[src/hdl/lru_tag_store_with_invalidate_macros.svh]
// Assertion macros for the LRU tag store.
`ifndef LRU_TAG_STORE_WITH_INVALIDATE_MACROS_SVH
`define LRU_TAG_STORE_WITH_INVALIDATE_MACROS_SVH
`ifndef SYNTH
// Hold expr at every clock edge out of reset.
`define LTS_ASSERT_ALWAYS(lbl, expr, msg) \
    lbl: assert property (@(posedge clk) disable iff (!rst_n) (expr)) else $error(msg);
// When ante holds, cons holds in the same cycle.
`define LTS_ASSERT_SAME(lbl, ante, cons, msg) \
    lbl: assert property (@(posedge clk) disable iff (!rst_n) (ante) |-> (cons)) \
        else $error(msg);
// When ante holds, cons holds in the next cycle.
`define LTS_ASSERT_NEXT(lbl, ante, cons, msg) \
    lbl: assert property (@(posedge clk) disable iff (!rst_n) (ante) |=> (cons)) \
        else $error(msg);
`else
`define LTS_ASSERT_ALWAYS(lbl, expr, msg)
`define LTS_ASSERT_SAME(lbl, ante, cons, msg)
`define LTS_ASSERT_NEXT(lbl, ante, cons, msg)
`endif
`endif

[src/hdl/lts_pkg.sv]
// Shared types and constants of the LRU tag store.
`timescale 1ns / 1ps
package lts_pkg;

    localparam int ENTRIES_DEF = 128;
    localparam int OP_W        = 2;
    localparam int FONT_W      = 8;
    localparam int TEXT_W      = 32;
    localparam int COLOR_W     = 32;
    localparam int STAMP_W     = 32;
    localparam int SLOT_W      = 7;

    localparam logic [OP_W-1:0] OP_LOOKUP   = 2'd0;
    localparam logic [OP_W-1:0] OP_INV_FONT = 2'd1;
    localparam logic [OP_W-1:0] OP_INV_TEXT = 2'd2;

    localparam logic [STAMP_W-1:0] STAMP_MAX = {STAMP_W{1'b1}};

    // One stored slot.
    typedef struct packed {
        logic               valid;
        logic [FONT_W-1:0]  font;
        logic [TEXT_W-1:0]  text;
        logic [COLOR_W-1:0] color;
        logic [STAMP_W-1:0] stamp;
    } lts_entry_t;

    // Commands from the controller to the datapath.
    typedef struct packed {
        logic load;
        logic clr_step;
        logic rd_step;
        logic finish;
    } lts_cmd_t;

    // Status from the datapath to the controller.
    typedef struct packed {
        logic ctr_last;
    } lts_stat_t;

endpackage

[src/hdl/lts_ctrl.sv]
// Controller of the LRU tag store: clearing pass, scan sequencing and commit.
`timescale 1ns / 1ps
module lts_ctrl
    import lts_pkg::*;
(
    input  logic      clk,
    input  logic      rst_n,
    input  logic      start,
    output logic      busy,
    input  lts_stat_t stat,
    output lts_cmd_t  cmd
);

    typedef enum logic [2:0] {
        ST_CLEAR,
        ST_IDLE,
        ST_SCAN,
        ST_WAIT,
        ST_FINISH
    } state_t;

    state_t state_reg;
    state_t state_next;

    always_comb
    begin
        state_next = state_reg;
        cmd        = '0;
        case (state_reg)
            ST_CLEAR:
            begin
                cmd.clr_step = 1'b1;
                if (stat.ctr_last)
                begin
                    state_next = ST_IDLE;
                end
            end
            ST_IDLE:
            begin
                if (start)
                begin
                    cmd.load   = 1'b1;
                    state_next = ST_SCAN;
                end
            end
            ST_SCAN:
            begin
                cmd.rd_step = 1'b1;
                if (stat.ctr_last)
                begin
                    state_next = ST_WAIT;
                end
            end
            ST_WAIT:
            begin
                state_next = ST_FINISH;
            end
            ST_FINISH:
            begin
                cmd.finish = 1'b1;
                state_next = ST_IDLE;
            end
            default:
            begin
                state_next = ST_IDLE;
            end
        endcase
    end

    always_ff @(posedge clk or negedge rst_n)
    begin
        if (!rst_n)
        begin
            state_reg <= ST_CLEAR;
        end
        else
        begin
            state_reg <= state_next;
        end
    end

    assign busy = (state_reg != ST_IDLE);

endmodule

[config.mk]
export PLATFORM = sky130hd
export DESIGN_NAME = lts_ctrl
export DESIGN_NICKNAME = d
export VERILOG_FILES = /design/src/hdl/lru_tag_store_with_invalidate_macros.svh /design/src/hdl/lts_pkg.sv /design/src/hdl/lts_ctrl.sv
export SDC_FILE = /design/constraint.sdc
export NUM_CORES = 1
export LEC_CHECK = 0
export BUFFER_PORTS_ARGS = -buffer_cell sky130_fd_sc_hd__buf_4
export CAP_MARGIN = 40
export CORE_AREA = 3 3 40 42
export CTS_BUF_LIST = sky130_fd_sc_hd__clkbuf_4 sky130_fd_sc_hd__clkbuf_8 sky130_fd_sc_hd__clkbuf_16
export DETAILED_ROUTE_END_ITERATION = 8
export DIE_AREA = 0 0 43 45
export RECOVER_POWER = 50
export REMOVE_ABC_BUFFERS = 1
export SYNTH_ARGS = -nofsm -noshare
export SYNTH_HDL_FRONTEND = slang
export SYNTH_SLANG_ARGS = --single-unit
export TNS_END_PERCENT = 10
[constraint.sdc]
create_clock -name clk -period 1 [get_ports clk]
set_input_delay 0.05 -clock clk [delete_from_list [all_inputs] [get_ports clk]]
set_output_delay 0.05 -clock clk [all_outputs]
set_load 0.01 [all_outputs]
==> results of run 1 <==
[logic make-up after synthesis]
kind of cell,count (synthesis),synth area share
and+or+nand+nor,9,0.362
AOI/OAI and AO/OA,2,0.108
DFF,3,0.462
buffers and inverters,1,0.0692
[through the flow]
step | setup slack, ps | instances | TNS, ps | instance area, µm² | utilization
2_1_floorplan | 109 | 14 | 0 | 151 | -
3_3_place_gp | 75.3 | 37 | 0 | 230 | 0.179
3_5_place_dp | 53.2 | 37 | 0 | 230 | 0.179
4_1_cts | -127 | 44 | -449 | 300 | 0.234
5_1_grt | -173 | 44 | -699 | 302 | 0.235
6_report | -116 | 44 | -351 | 302 | 0.235
[final cells by class]
| class | instances | area, µm² |
|---|---|---|
| multi-input combinational | 11 | 88.8 |
| sequential | 3 | 78.8 |
| tap | 15 | 18.8 |
| timing repair buffer | 11 | 85.1 |
| clock buffer | 4 | 30.0 |
| fill | 140 | 983 |
[worst reg2reg max path, stage by stage, from the launching register on]
cell and delay, ps:
dfrtp_2 410, buf_4 130, nor2_1 40, a211o_1 270
[report_power, final]
group          total, µW  internal (µW)  switching, µW
clock                239            177           62.2
combinational        422            262            160
sequential           289            183            106
total                950            621            328
[how the worst min path moves through the flow]
stage	startpoint	to	slack [ps]
final	start	state_reg[1]	80
after global placement	rst_n	state_reg[1]	-160
after CTS	start	state_reg[1]	70
after global routing	start	state_reg[1]	70
after detailed placement	rst_n	state_reg[1]	-160
after floorplan	rst_n	state_reg[0]	-250
[Yosys cell counts (all sizes together)]
library cell  n
a211o         1
a31o          1
and3          1
and3b         1
buf           1
dfrtp         3
nand2         1
nor2          2
nor2b         1
nor3          1
nor3b         2
[what timing repair did]
item                       4_1_cts  5_1_grt
hold buffers                     1        0
setup endpoints to repair        5        5
hold endpoints to repair         3        0
buffers inserted                 2        0
resized for setup                6        1
pin swaps                        2        1
cloned                           0        0
[layer usage]
layer,up-vias,wire [µm],part of all wire,GRT usage
met5,-,0,0,0
met4,0,19,0.046,0.127
met3,2,42,0.10,0.0319
met2,7,199,0.49,0.0659
met1,75,147,0.36,0.0412
li1,82,-,-,-
==> out/metrics.yaml, run 1 <==
worst_setup_path:
  r2r_slack_ps: 30
  arrival_ps: 1070
  reg2regPathDepth: 3
  regToRegEndpoint: "state_reg[0]"
  r2r_start: "state_reg[1]"
  critPathKind: "flip-flop to output pin"
  path_max_fanout: 5
  cp-start-kind: "flip-flop"
  critPathSlowestCell: "dfrtp_2"
  worst_path_dominant_cell_family: "flip-flops"
  path_cells: "nor2_4 -> and3_1 -> buf_4"
  required_ps: 950
  cpPeakStageDelay_ps: 440
  worstSetupEndpoint: "cmd[3]"
  cp_num_cells: 3
  path_buf_inv: 1
  crit_path_end_kind: "output pin"
  startpoint: "state_reg[2]"
global_route:
  grtUsageTotal: 0.0567
  grt_pass1_wl_um: 627
  grt_pass1_vias: 167
  antenna_found_initial: 0
  grt_max_degree: 10
  overflow: 0
yosys:
  avgSynthCellArea_um2: 10.8
  yosysTopAreaCellShare: 0.462
  yosys.area.top_type: "dfrtp_1"
  synth.ff_latch_count: 3
  syn-instance-count: 15
  syn_area_um2: 163
  yosysSeqAreaShare: 0.462
  synth.area.top_cells: "dfrtp_1 (46%), nor3b_2 (7.7%), buf_6 (6.9%)"
  ys_warn_count: 0
  ys_types: 12
clock_tree:
  htreeDepth: 1
  clk_latency_ps: 230
  tritoncts: "built"
  path_clk_slew_ps: 40
  clock-sinks: 3
  cts_buffer_depth: 2
  numCtsBuffers: 3
  cts-root-buf: "clkbuf_4"
cells_and_area:
  syn2layout_area_growth_pct: 85.4
  drive_above_1_share: 0.690
  antenna_cells: 0
  layout_commonest_cell: "buf_4"
  largest_reg_flops: 3
  final_cell_mix: "buf_4 (8), clkbuf_4 (4), dfrtp_2 (3), nor3b_2 (2)"
  nets: 34
floorplanning:
  fp.coreArea_mm2: 0.00128
  die_y_um: 45
  rows: 13
  io_pins: 9
  start_util: 0.127
  die_area_mm2: 0.00194
  die_w_um: 43
timing:
  finalHoldViolCount: 0
  max_freq_mhz: 896
  finalCritPeriodShare: 1.12
  worst_slew_pin_slew_ps: 169
  fin_skew_ps: 0.280
  period_minus_slack_ps: 1120
  fin_ws_ps: -116
  setup_violations: 5
  relSlewSlack: 0.887
  rsz0062_at_grt: "yes"
  slew_violations: 0
  hold_ws_ps: 79.9
drt:
  wl_per_cell_um: 9.30
  antenna_left: 0
  route.detailed.drc: 0
  vias_per_cell: 3.77
  first_iter_violations: 0
  vias: 166
  dr.pass1.iters: 1
  wl_um: 409
status:
  failed_checks: "negative setup slack"
  status: "finished with violations"
place:
  place_congestion: 0.598
  io_buffers: 8
power:
  p_per_area_mw_per_mm2: 3150
  leakagePower_uw: 0.000145
  ir_drop_mv: 0.460
  power_uw: 950
run:
  maxCapViolCount: 0
min_path:
  worstHoldPathType: "input pin to flip-flop"
  hold_depth: 2
Note: power is estimated with default switching activity, not from simulation.
==> inputs of run 2 (changes only) <==
--- a/config.mk
+++ b/config.mk
@@ -5,10 +5,11 @@
 export SDC_FILE = /design/constraint.sdc
 export NUM_CORES = 1
 export LEC_CHECK = 0
+export ABC_AREA = 1
 export BUFFER_PORTS_ARGS = -buffer_cell sky130_fd_sc_hd__buf_4
 export CAP_MARGIN = 40
 export CORE_AREA = 3 3 40 42
-export CTS_BUF_LIST = sky130_fd_sc_hd__clkbuf_4 sky130_fd_sc_hd__clkbuf_8 sky130_fd_sc_hd__clkbuf_16
+export CTS_BUF_LIST = sky130_fd_sc_hd__clkbuf_4 sky130_fd_sc_hd__clkbuf_8
 export DETAILED_ROUTE_END_ITERATION = 8
 export DIE_AREA = 0 0 43 45
 export RECOVER_POWER = 50
==> out/metrics.yaml, run 2 <==
worst_setup_path:
  cp-start-kind: "flip-flop"
  regToRegEndpoint: "state_reg[1]"
  path_max_fanout: 4  # -1
  crit_path_end_kind: "output pin"
  critPathSlowestCell: "dfrtp_2"
  path_buf_inv: 2  # +1
  worst_path_dominant_cell_family: "flip-flops"
  r2r_slack_ps: -40  # -70 ps
  cpPeakStageDelay_ps: 440  # about the same
  required_ps: 950  # about the same
  arrival_ps: 1050  # -20 ps
  reg2regPathDepth: 6  # +3
  critPathKind: "flip-flop to output pin"
  path_cells: "buf_6 -> nand3_4 -> nor2_2 -> buf_4"
  r2r_start: "state_reg[0]"
yosys:
  yosysTopAreaCellShare: 0.420  # -0.0420
  ys_types: 10  # -2
  yosysSeqAreaShare: 0.420  # -0.0420
  synth.ff_latch_count: 3  # unchanged
  syn_area_um2: 179  # +10%
  ys_async_sr_fraction: 1.00  # unchanged
  synth_edf_count: 0  # unchanged
  synthFlopType: "dfrtp_1"
  ys_warn_count: 0  # unchanged
  synth.area.top_cells: "dfrtp_1 (42%), nand3_2 (11%), nand2_1 (10%)"
  yosys.area.top_type: "dfrtp_1"
  avgSynthCellArea_um2: 7.16  # -34%
  syn-instance-count: 25  # +10
  synth_common_cells: "nand2_1 (5), nor2_1 (5), inv_1 (4)"
drt:
  first_iter_violations: 7  # +7
  vias: 214  # +29%
  antenna_left: 0  # unchanged
  vias_per_cell: 3.69  # -2.2%
  wl_um: 480  # +17%
  dr.pass1.iters: 2  # +1
  route.detailed.drc: 0  # unchanged
  wl_per_cell_um: 8.28  # -11%
global_route:
  grt_max_degree: 6  # -4
  grtUsageTotal: 0.0576  # +0.000882
  overflow: 0  # unchanged
  grt_pass1_vias: 189  # +13%
  antenna_found_initial: 0  # unchanged
  grt_pass1_wl_um: 717  # +14%
min_path:
  hp-start: "stat"
  worstHoldEndpoint: "state_reg[1]"
  worstHoldPathType: "input pin to flip-flop"
  hold_depth: 4  # +2
floorplanning:
  fp.coreArea_mm2: 0.00128  # unchanged
  rows: 13  # unchanged
  start_util: 0.139  # +0.0127
  die_y_um: 45  # unchanged
  io_pins: 9  # unchanged
  die_w_um: 43  # unchanged
  die_area_mm2: 0.00194  # unchanged
clock_tree:
  numCtsBuffers: 3  # unchanged
  clock-sinks: 3  # unchanged
  clk_latency_ps: 230  # about the same
  tritoncts: "built"
  path_clk_slew_ps: 40  # about the same
  cts-root-buf: "clkbuf_4"
  cts_buffer_depth: 2  # unchanged
  htreeDepth: 1  # unchanged
place:
  post-dp-hpwl_um: 315
  place_congestion: 0.703  # +18%
  place_area_um2: 258  # +12%
  io_buffers: 8  # unchanged
  dp_slack_ps: 78.6  # +25.5 ps
timing:
  finalHoldViolCount: 0  # unchanged
  fin_ws_ps: -102  # +13.9 ps
  relSlewSlack: 0.887  # about the same
  max_freq_mhz: 908  # +1.3%
  setup_violations: 6  # +1
  rsz0062_at_grt: "yes"
  worst_slew_pin_slew_ps: 170  # +0.522 ps
  finalCritPeriodShare: 1.10  # -0.0139
  fin_skew_ps: 0.332  # +0.0528 ps
  period_minus_slack_ps: 1100  # -13.9 ps
  slew_violations: 0  # unchanged
cells_and_area:
  antenna_cells: 0  # unchanged
  final_cell_area_um2: 369  # +22%
  nets: 48  # +41%
  final_cell_mix: "buf_4 (10), clkbuf_4 (4), nand2_2 (3), inv_2 (3), nand2_1 (3)"
  largest_reg_flops: 3  # unchanged
  drive_above_1_share: 0.698  # +0.00802
  syn2layout_area_growth_pct: 106
  layout_commonest_cell: "buf_4"
run:
  maxCapViolCount: 0  # unchanged
power:
  ir_drop_mv: 1.21  # +160%
  leakagePower_uw: 0.000189  # +30%
  p_per_area_mw_per_mm2: 3430  # +9.1%
status:
  failed_checks: "negative setup slack"
  status: "finished with violations"
## run 2: power by group
part / internal (µW) / leakage (µW) / switching [µW] / total, µW
Combinational: 405 / 0.000135 / 352 / 757
Sequential: 185 / 0.0000354 / 87.5 / 272
Clock: 177 / 0.0000184 / 62.3 / 239
## run 2: cell families (layout without fill, tap and decap cells)
logic type | count (synthesis) | in the layout | share of synthesized area
AOI/OAI and AO/OA | 1 | 1 | 0.0420
buffers and inverters | 6 | 24 | 0.126
DFF | 3 | 3 | 0.420
and+or+nand+nor | 15 | 15 | 0.413
## run 2: routing by layer
layer / vias to the layer above / GRT usage / part of all wire / wire (µm)
met1: 94 / 0.0534 / 0.32 / 154
met4: 0 / 0.0542 / 0 / 0
li1: 111 / - / - / -
met5: - / 0 / 0 / 0
met2: 9 / 0.0659 / 0.56 / 267
met3: 0 / 0.0637 / 0.12 / 59
## run 2: metrics by stage
step | TNS (ps) | utilization | power (µW) | hold slack, ps | std cells
CTS | -485 | 0.254 | 1100 | 90.8 | 56
finish | -453 | 0.287 | 1270 | 98.4 | 58
floorplan | 0 | - | 531 | -246 | 25
global route | -797 | 0.287 | 1370 | 111 | 58
global placement | 0 | 0.201 | 720 | -159 | 48
detailed placement | 0 | 0.201 | 723 | -157 | 48
## run 2: worst min-delay path, stage by stage
cell and delay [ps]:
buf_4 70, inv_1 50, nand2_1 70, nand2_2 40
## run 2: worst max path at each step
stage	slack, ps	from	cells past startpoint	endpoint
finish	-100	state_reg[0]	4	cmd[3]
global route	-170	state_reg[1]	4	cmd[0]
CTS	-120	state_reg[0]	4	cmd[1]
detailed placement	80	state_reg[0]	5	state_reg[1]
global placement	90	state_reg[0]	5	state_reg[1]
floorplan	150	state_reg[2]	5	state_reg[1]
## run 2: repair_timing
| item | CTS | global route |
|---|---|---|
| hold buffers | 1 | 0 |
| setup endpoints to repair | 5 | 6 |
| pin swaps | 2 | 2 |
| endpoints found under the hold margin | 3 | 0 |
| setup buffers | 3 | 2 |
| resized for setup | 3 | 11 |
## run 2: area by class of cell
| cell class | count | area, µm² |
|---|---|---|
| Clock buffer | 4 | 30.0 |
| Fill cell | 145 | 916 |
| Inverter | 6 | 25.0 |
| Multi-Input combinational cell | 16 | 106 |
| Sequential cell | 3 | 77.6 |
| Tap cell | 15 | 18.8 |
| Timing Repair Buffer | 14 | 111 |
==> inputs of run 3 (changes only) <==
--- a/config.mk
+++ b/config.mk
@@ -6,12 +6,12 @@
 export NUM_CORES = 1
 export LEC_CHECK = 0
 export ABC_AREA = 1
-export BUFFER_PORTS_ARGS = -buffer_cell sky130_fd_sc_hd__buf_4
 export CAP_MARGIN = 40
 export CORE_AREA = 3 3 40 42
 export CTS_BUF_LIST = sky130_fd_sc_hd__clkbuf_4 sky130_fd_sc_hd__clkbuf_8
 export DETAILED_ROUTE_END_ITERATION = 8
 export DIE_AREA = 0 0 43 45
+export DONT_BUFFER_PORTS = 1
 export RECOVER_POWER = 50
 export REMOVE_ABC_BUFFERS = 1
 export SYNTH_ARGS = -nofsm -noshare
==> out/metrics.yaml, run 3 (synthesis results as in run 2) <==
power:
  p_sw_frac: 0.451  # +0.0559
  clkPwrFrac: 0.198  # +0.010
  power_uw: 1310  # +3.1%
  power.internal_uw: 717  # -6.5%
  combinationalPowerShare: 0.582  # -0.015
  ir_drop_mv: 0.729  # -40%
  p_per_area_mw_per_mm2: 3600  # +4.8%
  pwr-share-seq: 0.220  # +0.005
  leakagePower_uw: 0.000167  # -12%
  p_switching_uw: 590  # +18%
cells_and_area:
  nets: 42  # -13%
  syn2layout_area_growth_pct: 103
  antenna_cells: 0  # unchanged
  largest_reg_flops: 3  # unchanged
  final_core_util: 0.282  # -0.00487
  drive_above_1_share: 0.730  # +0.0321
  final_cell_mix: "nor2_4 (4), clkbuf_4 (4), buf_4 (4), nand2_1 (3)"
  final_cell_area_um2: 363  # -1.7%
  final_cells: 52  # -10%
  fill_cells: 141  # -2.8%
timing:
  max_freq_mhz: 950  # +4.7%
  fin_ws_ps: -52.4  # +49.2 ps
  worst_slew_pin_slew_ps: 176  # +6.18 ps
  fin_skew_ps: 4.65  # +4.32 ps
  period_minus_slack_ps: 1050  # -49.2 ps
  finalCritPeriodShare: 1.05  # -0.0492
  slew_violations: 0  # unchanged
  rsz0062_at_grt: "yes"
  finalHoldViolCount: 0  # unchanged
  setup_violations: 6  # unchanged
  relSlewSlack: 0.883  # -0.00412
run:
  maxCapViolCount: 0  # unchanged
drt:
  wl_um: 568  # +18%
  wl_per_cell_um: 10.9  # +32%
  dr.pass1.iters: 1  # -1
  route.met2.wl_um: 310  # +16%
  vias: 211  # -1.4%
  met1Wirelength_um: 170  # +10%
  route.detailed.drc: 0  # unchanged
  wl_met3_um: 41  # -31%
  antenna_left: 0  # unchanged
  first_iter_violations: 0  # -7
  vias_per_cell: 4.06  # +10%
  top_layer_used: "met4"
place:
  dp_slack_ps: 80.8  # +2.10 ps
  place_area_um2: 205  # -20%
  io_buffers: 0  # -8
  place_congestion: 0.740  # +5.3%
  post-dp-hpwl_um: 323  # +2.6%
  post-place-cells: 41  # -15%
worst_setup_path:
  critPathKind: "flip-flop to output pin"
  arrival_ps: 1000  # -50 ps
  required_ps: 950  # about the same
  reg2regPathDepth: 5  # -1
  crit_path_end_kind: "output pin"
  path_max_fanout: 4  # unchanged
  cp-start-kind: "flip-flop"
floorplanning:
  die_area_mm2: 0.00194  # unchanged
  fp.coreArea_mm2: 0.00128  # unchanged
  die_w_um: 43  # unchanged
  rows: 13  # unchanged
  start_util: 0.139  # unchanged
  io_pins: 9  # unchanged
  die_y_um: 45  # unchanged
min_path:
  worstHoldPathType: "input pin to asynchronous set/reset pin"
global_route:
  antenna_found_initial: 0  # unchanged
  grt_pass1_wl_um: 834  # +16%
  grt_pass1_vias: 195  # +3.2%
  grtUsageTotal: 0.0617  # +0.00412
  grt_max_degree: 5  # -1
  overflow: 0  # unchanged
clock_tree:
  tritoncts: "built"
  numCtsBuffers: 3  # unchanged
  clk_latency_ps: 240  # about the same
  cts_buffer_depth: 2  # unchanged
  path_clk_slew_ps: 40  # about the same
  htreeDepth: 1  # unchanged
  cts-root-buf: "clkbuf_4"
  clock-sinks: 3  # unchanged
status:
  failed_checks: "negative setup slack"
  status: "finished with violations"
-- run 3: changes by cell type in the layout (fill, tap and decap cells not counted), sizes merged --
cell | previous run | this run
buf | 12 | 6
clkbuf | 5 | 4
dlygate4sd3 | 1 | 2
-- run 3: area by class of cell --
type / count / area (µm²) / area share
Sequential cell: 3 / 77.6 / 0.214
Timing Repair Buffer: 8 / 72.6 / 0.200
Clock buffer: 4 / 30.0 / 0.0828
Inverter: 6 / 27.5 / 0.0759
Tap cell: 15 / 18.8 / 0.0517
Multi-Input combinational cell: 16 / 136 / 0.376
-- run 3: final timing paths --
kind | from | to | slack (ps)
worst max register to register | state_reg[2] | state_reg[1] | -20
max in group asynchronous | rst_n | state_reg[2] | 780
min in group clk | start | state_reg[0] | 110
worst max-delay path | state_reg[1] | busy | -50
worst min-delay path | rst_n | state_reg[1] | 60
worst min register to register | state_reg[2] | state_reg[2] | 550
-- run 3: routing by layer --
metal / track usage / vias to the layer above
met5: 0 / -
met4: 0.0361 / 0
met3: 0.0398 / 4
met2: 0.0928 / 10
met1: 0.0654 / 97
li1: - / 100
-- run 3: stage by stage --
step / TNS, ps / hold slack [ps]
2_1_floorplan: 0 / -246
3_3_place_gp: 0 / -245
3_5_place_dp: 0 / -245
4_1_cts: -209 / 59.3
5_1_grt: -607 / 61.9
6_report: -255 / 58.1
-- run 3: power by group through the flow --
stage,clock network (µW),logic [µW],registers [µW]
after global routing,279,835,300
after detailed placement,0,394,235
after CTS,264,489,237
after floorplan,0,309,222
final,259,760,287
after global placement,0,385,233
-- run 3: worst max-delay path: stages, from the launching register on --
cell and delay, ps:
dfrtp_1 380, inv_2 130, nand3_4 110, buf_6 130
-- run 3: what timing repair did --
| item | 4_1_cts | 5_1_grt |
|---|---|---|
| hold endpoints to repair | 4 | 0 |
| setup endpoints to repair | 5 | 7 |
| buffers inserted | 2 | 3 |
| hold buffers | 2 | 0 |
| pin swaps | 1 | 4 |
| resized for setup | 5 | 17 |
